===== src/design/mlqm_ram.sv =====
// Generic single-write, single-read synchronous RAM with registered read data.
// No package dependencies.
module mlqm_ram #(
  parameter int WIDTH = 8,
  parameter int DEPTH = 256
) (
  input  logic                     clk,
  input  logic                     we,
  input  logic [$clog2(DEPTH)-1:0] waddr,
  input  logic [WIDTH-1:0]         wdata,
  input  logic                     re,
  input  logic [$clog2(DEPTH)-1:0] raddr,
  output logic [WIDTH-1:0]         rdata
);

  logic [WIDTH-1:0] mem [DEPTH];

  always_ff @(posedge clk) begin
    if (we) begin
      mem[waddr] <= wdata;
    end
    if (re) begin
      rdata <= mem[raddr];
    end
  end

endmodule


===== config.mk =====
export PLATFORM = sky130hd
export DESIGN_NAME = mlqm_ram
export DESIGN_NICKNAME = d
export VERILOG_FILES = /design/src/design/mlqm_ram.sv
export SDC_FILE = /design/constraint.sdc
export NUM_CORES = 2
export LEC_CHECK = 0
export ABC_AREA = 1
export BUFFER_PORTS_ARGS = -buffer_cell sky130_fd_sc_hd__buf_4
export CAP_MARGIN = 15
export CORE_MARGIN = 5
export CORE_UTILIZATION = 30
export CTS_BUF_LIST = sky130_fd_sc_hd__clkbuf_16
export CTS_CLUSTER_SIZE = 20
export DETAILED_ROUTE_END_ITERATION = 10
export PLACE_DENSITY_LB_ADDON = 0.15
export SLEW_MARGIN = 20
export SYNTH_ARGS = -nofsm -noshare
export SYNTH_HDL_FRONTEND = slang
export SYNTH_SLANG_ARGS = --single-unit

===== constraint.sdc =====
create_clock -name clk -period 2.75 [get_ports clk]
set_input_delay 0.55 -clock clk [delete_from_list [all_inputs] [get_ports clk]]
set_output_delay 0.55 -clock clk [all_outputs]
set_load 0.03 [all_outputs]

After elaboration in Yosys (flattened, before gate mapping)
Memories as Yosys holds them, arrays and structs flattened. A register that Yosys moved wholly into a read port is not among the register bits.
Cells that the tools add are included.
Widths: inputs -> output; s select.

word-level totals
  output and inout bits = 8
  memory bits (writable) = 2,048
  register bits = 0
  memories kept = 1

memories
  memory  depth  width  read ports  clocked after Yosys merged registers in  write ports  RTL line  text
  mem     256    8      1           1                                        1            16        logic [WIDTH-1:0] mem [DEPTH];

cells by class
  muxes and demuxes = 2

operators by type and width
  operator  number
  $mux 1    2

Longest topological paths before layout
  word-level depth = 2
  mapped depth = 15
  depth with buffers taken out = 11

Least setup slack after synthesis
No wires, ideal clock.

  kind = input -> register
  start point = input port we
  end point = memory mem[162][0], enable pin
  slack = 0.709 ns
  arrival time = 1.671 ns
  data required time = 2.380 ns
  stages = 4
  path through = clkbuf_1 nand3_1 clkbuf_1 nor2_1

on the way
  longest elaborated chain between the ends = 2

RTL lines
  item                          RTL line  text
  from (decl)                   8         input logic we,
  $mux 1                        19        if (we) begin
  $mux 1 (implied by the code)  20        mem[waddr] <= wdata;
  to (decl)                     16

Every way passes these cells.

Worst setup path after layout
  start point = register rdata[1], read port of mem
  end point = output port rdata[1]

RTL lines
  item         RTL line  text
  from (decl)  13        output logic [WIDTH-1:0] rdata

No word-level cell between the ends.

==> impl_results.html <==
<table>
<tr><th>Metric</th><th>Value</th></tr>
<tr><th colspan="2">Timing</th></tr>
<tr><td>Number of max-slew violations in the final report</td><td>0</td></tr>
<tr><td>Final worst setup slack</td><td>0.331 ns</td></tr>
<tr><td>Final hold slack</td><td>0.0824 ns</td></tr>
<tr><td>Final min period</td><td>2.42 ns</td></tr>
<tr><td>Unrepaired setup endpoints after global routing</td><td>no</td></tr>
<tr><td>Relative max-transition margin</td><td>35.4%</td></tr>
<tr><td>Final setup TNS</td><td>0 ns</td></tr>
<tr><td>Final setup vio count</td><td>0</td></tr>
<tr><td>Max Freq</td><td>0.413 GHz</td></tr>
<tr><td>Post-route clock period utilization</td><td>88.0%</td></tr>
<tr><td>Number of failing hold endpoints at the final stage</td><td>0</td></tr>
<tr><td>Setup Skew</td><td>0.0699 ns</td></tr>
<tr><td>Worst Max-Slew Pin Slew</td><td>0.965 ns</td></tr>
<tr><th colspan="2">Critical path</th></tr>
<tr><td>Cell with the biggest individual delay on the critical path</td><td>edfxtp_1</td></tr>
<tr><td>CP endpoint kind</td><td>primary output</td></tr>
<tr><td>Chain of cells forming the critical path</td><td>buf_4</td></tr>
<tr><td>Data arrival, critical path</td><td>1.87 ns</td></tr>
<tr><td>CP delay by family, top</td><td>flip-flops</td></tr>
<tr><td>Delay of the slowest cell on the worst path</td><td>0.75 ns</td></tr>
<tr><td>Critical path buffer and inverter count</td><td>1</td></tr>
<tr><td>Crit-path max FO</td><td>1</td></tr>
<tr><td>Required time reported for the critical path endpoint</td><td>2.20 ns</td></tr>
<tr><td>Startpoint type of the worst setup path</td><td>flop</td></tr>
<tr><td>Worst Path Class, Setup</td><td>reg2out</td></tr>
<tr><th colspan="2">Die</th></tr>
<tr><td>Cell row count</td><td>193</td></tr>
<tr><td>Die outline width</td><td>538 µm</td></tr>
<tr><td>Initial Utilization</td><td>30.2%</td></tr>
<tr><td>Core region area</td><td>277000 µm²</td></tr>
<tr><td>Chip Height</td><td>538 µm</td></tr>
<tr><td>Area of the die</td><td>289000 µm²</td></tr>
<tr><td>I/O pin count</td><td>35</td></tr>
<tr><th colspan="2">Synth</th></tr>
<tr><td>Library cells used by synthesis</td><td>13</td></tr>
<tr><td>Register area share after synthesis</td><td>74.0%</td></tr>
<tr><td>Top cells by instance count after synthesis</td><td>2123 x nand2_1, 2056 x edfxtp_1, 2019 x nand3_1, 283 x nor2_1, 268 x buf_2</td></tr>
<tr><td>Cell type with the highest aggregate area in the netlist</td><td>edfxtp_1</td></tr>
<tr><td>Number of warnings issued by yosys</td><td>0</td></tr>
<tr><td>Total nets after synthesis</td><td>7030</td></tr>
<tr><td>Summed instance area of the synthesized netlist</td><td>83500 µm²</td></tr>
<tr><td>Dominant register cell in the synthesized netlist</td><td>edfxtp_1</td></tr>
<tr><td>Flip-flop and latch count after synthesis</td><td>2056</td></tr>
<tr><td>Cell with the most instances after synthesis</td><td>nand2_1</td></tr>
<tr><td>Cell types with the largest area share after synthesis</td><td>edfxtp_1 74%, nand3_1 12%, nand2_1 9.5%</td></tr>
<tr><td>Number of enable flip-flop cells after synthesis</td><td>2056</td></tr>
<tr><td>Gate count after technology mapping</td><td>7003</td></tr>
<tr><td>Area share of the leading cell type in the synthesized netlist</td><td>74.0%</td></tr>
<tr><td>Avg Synthesized Cell Area</td><td>11.9 µm²</td></tr>
<tr><td>Share of flip-flops with an asynchronous set or reset after synthesis</td><td>0%</td></tr>
<tr><th colspan="2">Global route</th></tr>
<tr><td>Vias in the first global route</td><td>54700</td></tr>
<tr><td>Largest net degree at the start of global routing</td><td>80</td></tr>
<tr><td>Number of antenna violations at the first check in global routing</td><td>11</td></tr>
<tr><td>Aggregate global routing overflow</td><td>0</td></tr>
<tr><td>Tot GR Track Use</td><td>18.6%</td></tr>
<tr><td>First-pass GRT wire length</td><td>395000 µm</td></tr>
<tr><th colspan="2">Routing</th></tr>
<tr><td>Average detailed-routed wire length per instance</td><td>24.2 µm</td></tr>
<tr><td>Total via count after detailed routing</td><td>55600</td></tr>
<tr><td>DRC viols</td><td>0</td></tr>
<tr><td>First-pass iteration count of the detailed router</td><td>6</td></tr>
<tr><td>Number of vias per cell after detailed routing</td><td>4.90</td></tr>
<tr><td>Number of nets with antenna violations after routing</td><td>0</td></tr>
<tr><td>Final wirelength</td><td>275000 µm</td></tr>
<tr><td>Count of routing violations after the opening detailed-route iteration</td><td>4877</td></tr>
<tr><th colspan="2">Clock network</th></tr>
<tr><td>Clock Pin Slew Worst Setup and Hold Paths</td><td>0.06 ns</td></tr>
<tr><td>Clock network latency to the later pin of the worst-skew pair</td><td>0.90 ns</td></tr>
<tr><td>CTS Buf Count</td><td>231</td></tr>
<tr><td>Clock tree from TritonCTS</td><td>built</td></tr>
<tr><td>Maximum buffer depth of the clock tree</td><td>4</td></tr>
<tr><td>Setup repair bufs after CTS</td><td>0</td></tr>
<tr><td>CTS Sinks</td><td>2056</td></tr>
<tr><td>Master cell of the clock root buffer</td><td>clkbuf_16</td></tr>
<tr><td>Level count of the clock H-tree</td><td>4</td></tr>
<tr><th colspan="2">Status</th></tr>
<tr><td>Status</td><td>finished clean</td></tr>
<tr><th colspan="2">Worst hold path</th></tr>
<tr><td>Worst hold path type</td><td>in2reg</td></tr>
<tr><th colspan="2">Final layout</th></tr>
<tr><td>Final #Nets</td><td>7487</td></tr>
<tr><td>Area growth syn-to-layout</td><td>19.7%</td></tr>
<tr><td>Share of cells above drive strength 1</td><td>13.3%</td></tr>
<tr><td>Final cell count without fillers</td><td>11300</td></tr>
<tr><td>Layout fillers</td><td>27000</td></tr>
<tr><td>Area of all placed cells without fillers</td><td>99900 µm²</td></tr>
<tr><th colspan="2">Placement</th></tr>
<tr><td>Total placed cells including tap cells</td><td>10900</td></tr>
<tr><td>Instance area at placement</td><td>92800 µm²</td></tr>
<tr><td>Count of buffers from port buffering</td><td>34</td></tr>
<tr><td>Routability congestion estimate from global placement</td><td>0.848</td></tr>
<tr><td>Hpwl dp</td><td>172000 µm</td></tr>
<tr><td>Worst setup timing slack at the placement stage</td><td>-0.465 ns</td></tr>
<tr><th colspan="2">Flow run</th></tr>
<tr><td>Max-capacitance violation count</td><td>0</td></tr>
<tr><th colspan="2">Power and ir drop</th></tr>
<tr><td>Maximum ir drop on the vdd rail</td><td>0.542 mV</td></tr>
<tr><td>Leakage Power</td><td>35.4 nW</td></tr>
<tr><td>Cell Pwr Density</td><td>686 nW/µm²</td></tr>
</table>
[cells by family after synthesis]
group,synth area share [%]
simple gates,22.9
flops,74.0
buf+inv,3.12
[state kept, by name, summed over array words and instances (netlist names)]
register / count
rdata: 8
mem: 2048
[layout by cell type, fill, tap and decap left out, drive strengths merged, types with 5 or more instances in the layout]
cell | netlist | final
clkinvlp | 0 | 5
clkinv | 0 | 107
nand3 | 2019 | 2019
buf | 371 | 703
clkbuf | 112 | 232
edfxtp | 2056 | 2056
nand2 | 2123 | 2123
inv | 39 | 91
nor2 | 283 | 283
bufinv | 0 | 16
[path summary, 6_finish.rpt]
path                     from    endpoint  slack (ns)  cells past startpoint
hold reg to reg   mem[144][0]    rdata[0]        1.09                     10
setup reg to reg    mem[3][0]    rdata[0]        0.48                     11
setup / recovery     rdata[1]    rdata[1]        0.33                      1
hold / removal       wdata[5]  mem[11][5]        0.08                      1
[timing repair]
action	CTS	global route
endpoints found under the hold margin	23	0
hold buffers	4	0
resized for setup	0	0
[routing by layer]
metal | vias to the layer above | routed length (µm) | part of all wire, % | track usage, %
met1 | 27900 | 122000 | 45 | 26.0
met2 | 1502 | 128000 | 47 | 29.9
li1 | 25800 | - | - | -
met4 | 0 | 9600 | 3.5 | 6.44
met5 | - | 0 | 0 | 0
met3 | 389 | 14100 | 5.1 | 2.33
[power breakdown]
group / internal (mW) / switching [mW] / leakage [nW]
combinational: 1.41 / 3.37 / 13.3
sequential: 34.6 / 0.0435 / 18.5
clock: 16.7 / 12.5 / 3.63
[per-stage QoR]
step | power [mW] | util (%)
2_1_floorplan | 37.4 | -
3_3_place_gp | 40.1 | 33.5
3_5_place_dp | 40.1 | 33.5
4_1_cts | 69.4 | 36.1
5_1_grt | 70.9 | 36.1
6_report | 68.6 | 36.1
[final cells by class]
cell class	count	area (µm²)	share of cell area, %
diodes	4	10.0	0.0100
repair buffers	707	7130	7.14
clock buffers	232	5810	5.81
inverters	39	180	0.180
clock inverters	180	1220	1.22
multi-input cells	4425	19200	19.2
well taps	3705	4640	4.64
flip-flops and latches	2056	61700	61.8
[worst reg2reg max path, stage by stage (launching register included)]
cell and delay [ns]:
edfxtp_1 0.35, nand2_1 0.08, nand3_1 0.10, nand3_1 0.17, nand3_1 0.13, nand3_1 0.11, buf_4 0.19, nand3_1 0.18
nand3_1 0.27, nand2_1 0.11, nand2_1 0.27, nand2_1 0.08
(Power assumes the default switching activity.)
