--- config.mk ---
export PLATFORM = sky130hd
export DESIGN_NAME = mlqm_link_store
export DESIGN_NICKNAME = d
export VERILOG_FILES = /design/src/design/mlqm_pkg.sv /design/src/design/mlqm_ram.sv /design/src/design/mlqm_link_store.sv
export SDC_FILE = /design/constraint.sdc
export NUM_CORES = 2
export LEC_CHECK = 0
export BUFFER_PORTS_ARGS = -buffer_cell sky130_fd_sc_hd__buf_2
export CAP_MARGIN = 20
export CORE_MARGIN = 4
export CORE_UTILIZATION = 38
export DETAILED_ROUTE_END_ITERATION = 10
export PLACE_DENSITY = 0.49
export RECOVER_POWER = 100
export REMOVE_ABC_BUFFERS = 1
export SLEW_MARGIN = 5
export SYNTH_ARGS = -nofsm -noshare
export SYNTH_HDL_FRONTEND = slang
export SYNTH_HIERARCHICAL = 1
export SYNTH_SLANG_ARGS = --single-unit
--- constraint.sdc ---
create_clock -name clk -period 2.8 [get_ports clk]
set_clock_uncertainty 0.15 [all_clocks]
set_input_delay 0.28 -clock clk [delete_from_list [all_inputs] [get_ports clk]]
set_output_delay 0.28 -clock clk [all_outputs]
set_load 0.02 [all_outputs]
--- src/design/mlqm_pkg.sv ---
// Shared types and constants for the linked-list multi-queue manager.
// No dependencies; every other design file except mlqm_ram imports this package.
package mlqm_pkg;

  localparam int POOL_SIZE  = 256;
  localparam int NUM_QUEUES = 8;
  localparam int NODE_W     = $clog2(POOL_SIZE);
  localparam int QIDX_W     = $clog2(NUM_QUEUES);
  localparam int CNT_W      = 9;
  localparam int HANDLE_W   = 32;
  localparam int KIND_W     = 2;
  localparam int QID_W      = 3;

  typedef logic [NODE_W-1:0]   node_t;
  typedef logic [CNT_W-1:0]    cnt_t;
  typedef logic [HANDLE_W-1:0] handle_t;

  typedef enum logic [KIND_W-1:0] {
    KIND_ENQ_TAIL = 2'd0,
    KIND_ENQ_HEAD = 2'd1,
    KIND_DEQ      = 2'd2,
    KIND_NOP      = 2'd3
  } kind_t;

  typedef enum logic [1:0] {
    ST_OK        = 2'd0,
    ST_EMPTY     = 2'd1,
    ST_EXHAUSTED = 2'd2,
    ST_NULL      = 2'd3
  } status_t;

  localparam node_t LAST_NODE = node_t'(POOL_SIZE - 1);
  localparam cnt_t  POOL_CNT  = cnt_t'(POOL_SIZE);

  // One write request into the link store.
  typedef struct packed {
    logic  en;
    node_t addr;
    node_t data;
  } link_wr_t;

endpackage

--- src/design/mlqm_ram.sv ---
// Generic single-write, single-read synchronous RAM with registered read data.
// No package dependencies.
module mlqm_ram #(
  parameter int WIDTH = 8,
  parameter int DEPTH = 256
) (
  input  logic                     clk,
  input  logic                     we,
  input  logic [$clog2(DEPTH)-1:0] waddr,
  input  logic [WIDTH-1:0]         wdata,
  input  logic                     re,
  input  logic [$clog2(DEPTH)-1:0] raddr,
  output logic [WIDTH-1:0]         rdata
);

  logic [WIDTH-1:0] mem [DEPTH];

  always_ff @(posedge clk) begin
    if (we) begin
      mem[waddr] <= wdata;
    end
    if (re) begin
      rdata <= mem[raddr];
    end
  end

endmodule

--- src/design/mlqm_link_store.sv ---
// Node link store: link RAM plus per-node written bits, so an unwritten
// node reads as its successor index. Depends on mlqm_pkg and mlqm_ram.
module mlqm_link_store import mlqm_pkg::*; (
  input  logic     clk,
  input  logic     rst_n,
  input  logic     rd_en,
  input  node_t    rd_addr,
  output node_t    rd_data,
  input  link_wr_t wr
);

  logic [POOL_SIZE-1:0] written_r;
  logic                 rd_written_r;
  node_t                rd_addr_r;
  node_t                ram_q;
  node_t                succ;

  mlqm_ram #(
    .WIDTH (NODE_W),
    .DEPTH (POOL_SIZE)
  ) u_link_ram (
    .clk   (clk),
    .we    (wr.en),
    .waddr (wr.addr),
    .wdata (wr.data),
    .re    (rd_en),
    .raddr (rd_addr),
    .rdata (ram_q)
  );

  always_ff @(posedge clk) begin
    if (!rst_n) begin
      written_r <= '0;
    end else if (wr.en) begin
      written_r[wr.addr] <= 1'b1;
    end
  end

  always_ff @(posedge clk) begin
    if (rd_en) begin
      rd_written_r <= written_r[rd_addr];
      rd_addr_r    <= rd_addr;
    end
  end

  // Reset contents: each node links to the next, the last wraps to zero.
  assign succ    = (rd_addr_r == LAST_NODE) ? '0 : node_t'(rd_addr_r + node_t'(1));
  assign rd_data = rd_written_r ? ram_q : succ;

endmodule

Word level (Yosys, flattened, before mapping)
Memories as Yosys holds them, arrays and structs flattened. A register that Yosys moved wholly into a read port is not among the register bits.
Cells that the tools add are included.
{"block": "word_totals", "inputBits": 28, "rom_bits": 0, "latch_bits": 0, "regBits": 265, "memories": 1, "ram_bits": 2048}
{"block": "classes", "n_addsub": 1, "n_shift": 0, "bitwise_logic": 1, "order_cmp": 3, "n_reduce_logical": 1, "n_eq_ne": 1, "div_mod_pow": 0, "mul": 0, "n_mux": 8}
{"name": "u_link_ram.mem", "words": 256, "width": 8, "rd": 1, "rd_ports_with_merged_regs": 1, "write_ports": 1, "line_no": "mlqm_ram.sv:16", "source": "logic [WIDTH-1:0] mem [DEPTH];"}
{"op": "bitwise OR 256 bit", "n": 1}
{"op": "less-than comparator 8 x 9 -> 1 bit (second input constant)", "n": 2}
{"op": "2-to-1 mux 8 bit", "n": 2}
{"op": "adder 8 x 1 -> 8 bit (second input constant)", "n": 1}
{"op": "binary-select mux 1 bit (select 8 bit)", "n": 1}
{"op": "demux 1 bit (select 8 bit)", "n": 1}
{"op": "equality test 8 bit (second input constant)", "n": 1}
{"op": "greater-or-equal comparator 8 x 1 -> 1 bit (second input constant)", "n": 1}
{"op": "2-to-1 mux 1 bit", "n": 4}
{"op": "logical AND 1 bit", "n": 1}

Longest topological paths before layout
{"block": "depth", "ltp_word": 5, "mapped_depth": 11, "mapped_depth_nobuf": 6}

Cells and area by module
The synthesis kept the hierarchy.
{"mod": "mlqm_ram", "seq_area_each_um2": 61739.2, "instances": 1, "cells_each": 3733, "area_each_um2": 79636.4}
{"mod": "mlqm_link_store", "seq_area_each_um2": 5395.2, "instances": 1, "cells_each": 1179, "area_each_um2": 11418.5}

Worst setup path before layout
No wires, ideal clock.
{"block": "synth_timing", "kind": "in2reg", "startpoint": "input port rd_addr[0]", "endpoint": "register u_link_ram.rdata[2], read port of u_link_ram.mem (data pin)", "n_path_buf": 4, "slack_ps": 294, "required_time_ps": 2381, "setup_time_ps": 269, "arrival_time_ps": 2087, "cell_stages": 9, "cell_sequence": "buf_6 -> buf_12 -> buf_8 -> buf_2 -> mux4_2 -> a22oi_1 -> a21oi_1 -> nor4_1 -> nor4_2"}
{"element": "start: declaration", "line_no": "mlqm_link_store.sv:7", "source": "input node_t rd_addr,"}
{"element": "end: declaration", "line_no": "mlqm_ram.sv:13", "source": "output logic [WIDTH-1:0] rdata"}

==> impl_metrics.tcl <==
set metrics [dict create \
    hold_depth 3 \
    slew_viol_final 367 \
    cp_slowest_cell "dlygate4sd3_1" \
    yosysWarnings 6 \
    synth_top_area_share_pct 68.10 \
    synthFlopType "edfxtp_1" \
    yosys-top-cells-area "edfxtp_1 (68%), mux4_2 (12%), dfxtp_1 (5.6%), mux2i_1 (2.2%), nor2_1 (1.7%)" \
    fp.dieH_um 497.5 \
    core_sq_um 238100 \
    grt_max_degree 96 \
    wl_per_cell_um 28.97 \
    htreeDepth 5 \
    fin_crit_sh_pct 102.6 \
    avgSynthCellArea_sq_um 18.54 \
    hpwl_mm 173.9 \
    path_class "input port to flop" \
    syn_area_sq_um 91050 \
    r2r-start "u_link_ram/mem[42][3]" \
    fin_nets 5795 \
    wl_mm 264.2 \
    run_status "complete, but fails checks" \
    ys_seq_elements 2321 \
    fin_ws_ns -0.07384 \
    yosysTopAreaCell "edfxtp_1" \
    worstSetupStartpointType "input port" \
    slowest_delay_ns 0.59 \
    io_buffer_count 35 \
    clk_latency_ns 0.94 \
    dpl_cell_area_sq_um 101000 \
    drt_iter0_markers 4927 \
    finalHoldViolCount 0 \
    cp.required_ns 3.29 \
    fmax_ghz 0.3480 \
    fp.dieW_um 497.5 \
    ys_seq_area_share_pct 73.73 \
    ir_drop_mv 0.5746 \
    track_usage_pct 21.05 \
    leakage_uw 0.03506 \
    max_slew_margin_pct -67.73 \
    clk_pin_slew_worst_paths_ns 0.06 \
    grt_pass1_vias 50950 \
    cts_max_path_buffers 4 \
    post_synth_inst_count 4912 \
    ant_nets 0 \
    arrival_ns 3.36 \
    drcViolationCount 0 \
    crit_path_end_kind "flop" \
    finalSetupTns_ns -0.09903 \
    dpl.cell_count 8627 \
    finalSetupViolCount 3 \
    fin_crit_ns 2.874 \
    routed-via-count 50100 \
    holdPathEnd "rd_written_r" \
    antenna_found_initial 16 \
    r2r_end "u_link_ram/rdata[3]" \
    violations "max-capacitance violations, max-slew violations, negative setup slack" \
    fp-row-count 179 \
    critPathBufInv 5 \
    netlist-cell-type-count 76 \
    path_max_fanout 8 \
    cts_root_buf "clkbuf_16" \
    drv_cap 8 \
    ff2ff_path_depth 7 \
    rsz0062_at_grt "true" \
    dieArea_sq_um 247500 \
    cpLargestDelayFamily "buffers and inverters" \
    holdCritPathClass "input port to flop" \
    r2r_setup_slack_ns 0.03 \
    worst_pin_slew_ns 2.516 \
    grt_overflow_total 0 \
    fin_area_sq_um 108400 \
    finalNonFillerCells 9120 \
    hp-start "rd_addr[7]" \
    grt_pass1_wl_mm 377.5 \
    ys_top_cells_by_count "edfxtp_1 (2065), mux4_2 (484), nor2_1 (419)" \
    viasPerCell 5.493 \
    drt-pass1-iter-count 5 \
    numCtsBuffers 274 \
    io_pins 36 \
    area_growth_pct 19.02 \
    synth-edff-count 2065 \
    initial_utilization_pct 38.25 \
    ys_async_sr_fraction_pct 0 \
    finalWeightedCongestion 0.8143 \
    post-synth-top-count-cell "edfxtp_1" \
    power_density_nw_per_um2 698.6 \
    path_cells "buf_2, buf_12, dlygate4sd3_1, buf_4, nor2b_1, buf_4, o221ai_1, a21oi_1, a21oi_1, nor3_2, nor4_1" \
    cts_tree "built" \
    drive_gt1_share_pct 26.73 \
    clock_sinks 2321 \
]
power by group:
group | internal (uW) | leakage, uW | switching (uW) | total [uW]
sequential | 37800 | 0.0206 | 40.6 | 37800
combinational | 1720 | 0.0104 | 2730 | 4440
clock | 19900 | 0.00406 | 13500 | 33400
total | 59400 | 0.0351 | 16300 | 75700
worst register-to-register path: cells and delay by family, from the launching register on:
| kind | cells | cell delay (ns) |
|---|---|---|
| AO/OA/AOI/OAI | 3 | 1.20 |
| flip-flops | 1 | 0.38 |
| buffers and inverters | 1 | 0.15 |
| AND/OR/NAND/NOR | 2 | 0.20 |
| multiplexers | 1 | 0.45 |
state kept, by name, indices dropped and copies added, names as in the netlist:
name,flops
rd_addr_r,8
rd_written_r,1
u_link_ram/rdata,8
u_link_ram/mem,2048
written_r,256
per-layer routing:
layer	vias to the layer above	routed length [um]	global-route usage (%)
met5	-	0	0
met4	0	5877	5.321
met3	345	17010	3.646
met2	1606	124600	33.33
met1	26540	116700	30.32
li1	21610	-	-
worst max path at each step:
| stage | cells after the start | end | from | slack (ns) |
|---|---|---|---|---|
| 2_1_floorplan | 6 | u_link_ram/rdata[6] | rd_addr[2] | -0.12 |
| 3_3_place_gp | 12 | u_link_ram/rdata[0] | rd_addr[0] | -1.49 |
| 3_5_place_dp | 9 | u_link_ram/rdata[4] | rd_addr[0] | -1.06 |
| 4_1_cts | 7 | rd_data[7] | rd_addr_r[0] | -0.04 |
| 5_1_grt | 6 | rd_data[5] | rd_addr_r[0] | -0.09 |
| 6_report | 11 | u_link_ram/rdata[4] | rd_addr[6] | -0.07 |
layout make-up:
type	count	area, sq um
Clock inverter	101	838.3
Fill cell	20540	129700
Antenna cell	5	12.51
Tap cell	3167	3963
Timing Repair Buffer	897	6700
Clock buffer	357	7451
Inverter	3	11.26
Sequential cell	2321	67130
Multi-Input combinational cell	2269	22270
timing repair:
action	4_1_cts	5_1_grt
hold buffers	24	0
setup buffers	5	0
endpoints found under the hold margin	2108	0
resized for setup	31	11
endpoints found under the setup margin	16	9
pin swaps	10	6
through the flow:
step	util, %	setup WS (ns)	hold WS [ns]	total power (uW)
floorplan	-	-0.1231	0.2289	39950
detailed placement	42.44	-1.056	0.3016	43000
finish	45.52	-0.07384	0.09297	75710
global route	45.52	-0.08985	0.03985	78240
CTS	46.09	-0.03783	0.004716	76660
global placement	42.42	-1.494	0.2918	42980
cells in the final DEF (no fill, tap or decap), types with 181 or more instances in the layout:
cell type     n
a21oi_1     241
buf_4       375
clkbuf_1    246
clkbuf_16   284
dfxtp_1     256
edfxtp_1   2065
mux2i_1     196
mux4_2      484
nor2_1      416
nor2b_1     181
logic make-up (layout without fill, tap and decap cells):
logic type	Yosys count	in the layout	synth area share (%)
mux	694	694	14.35
compound gates	711	711	5.259
fa+ha+maj	1	1	0.01374
other cells	0	5	0
simple gates	858	858	4.537
xor+xnor	5	5	0.04810
flops	2321	2321	73.73
buf+inv	322	1358	2.060
(Power assumes the default switching activity.)
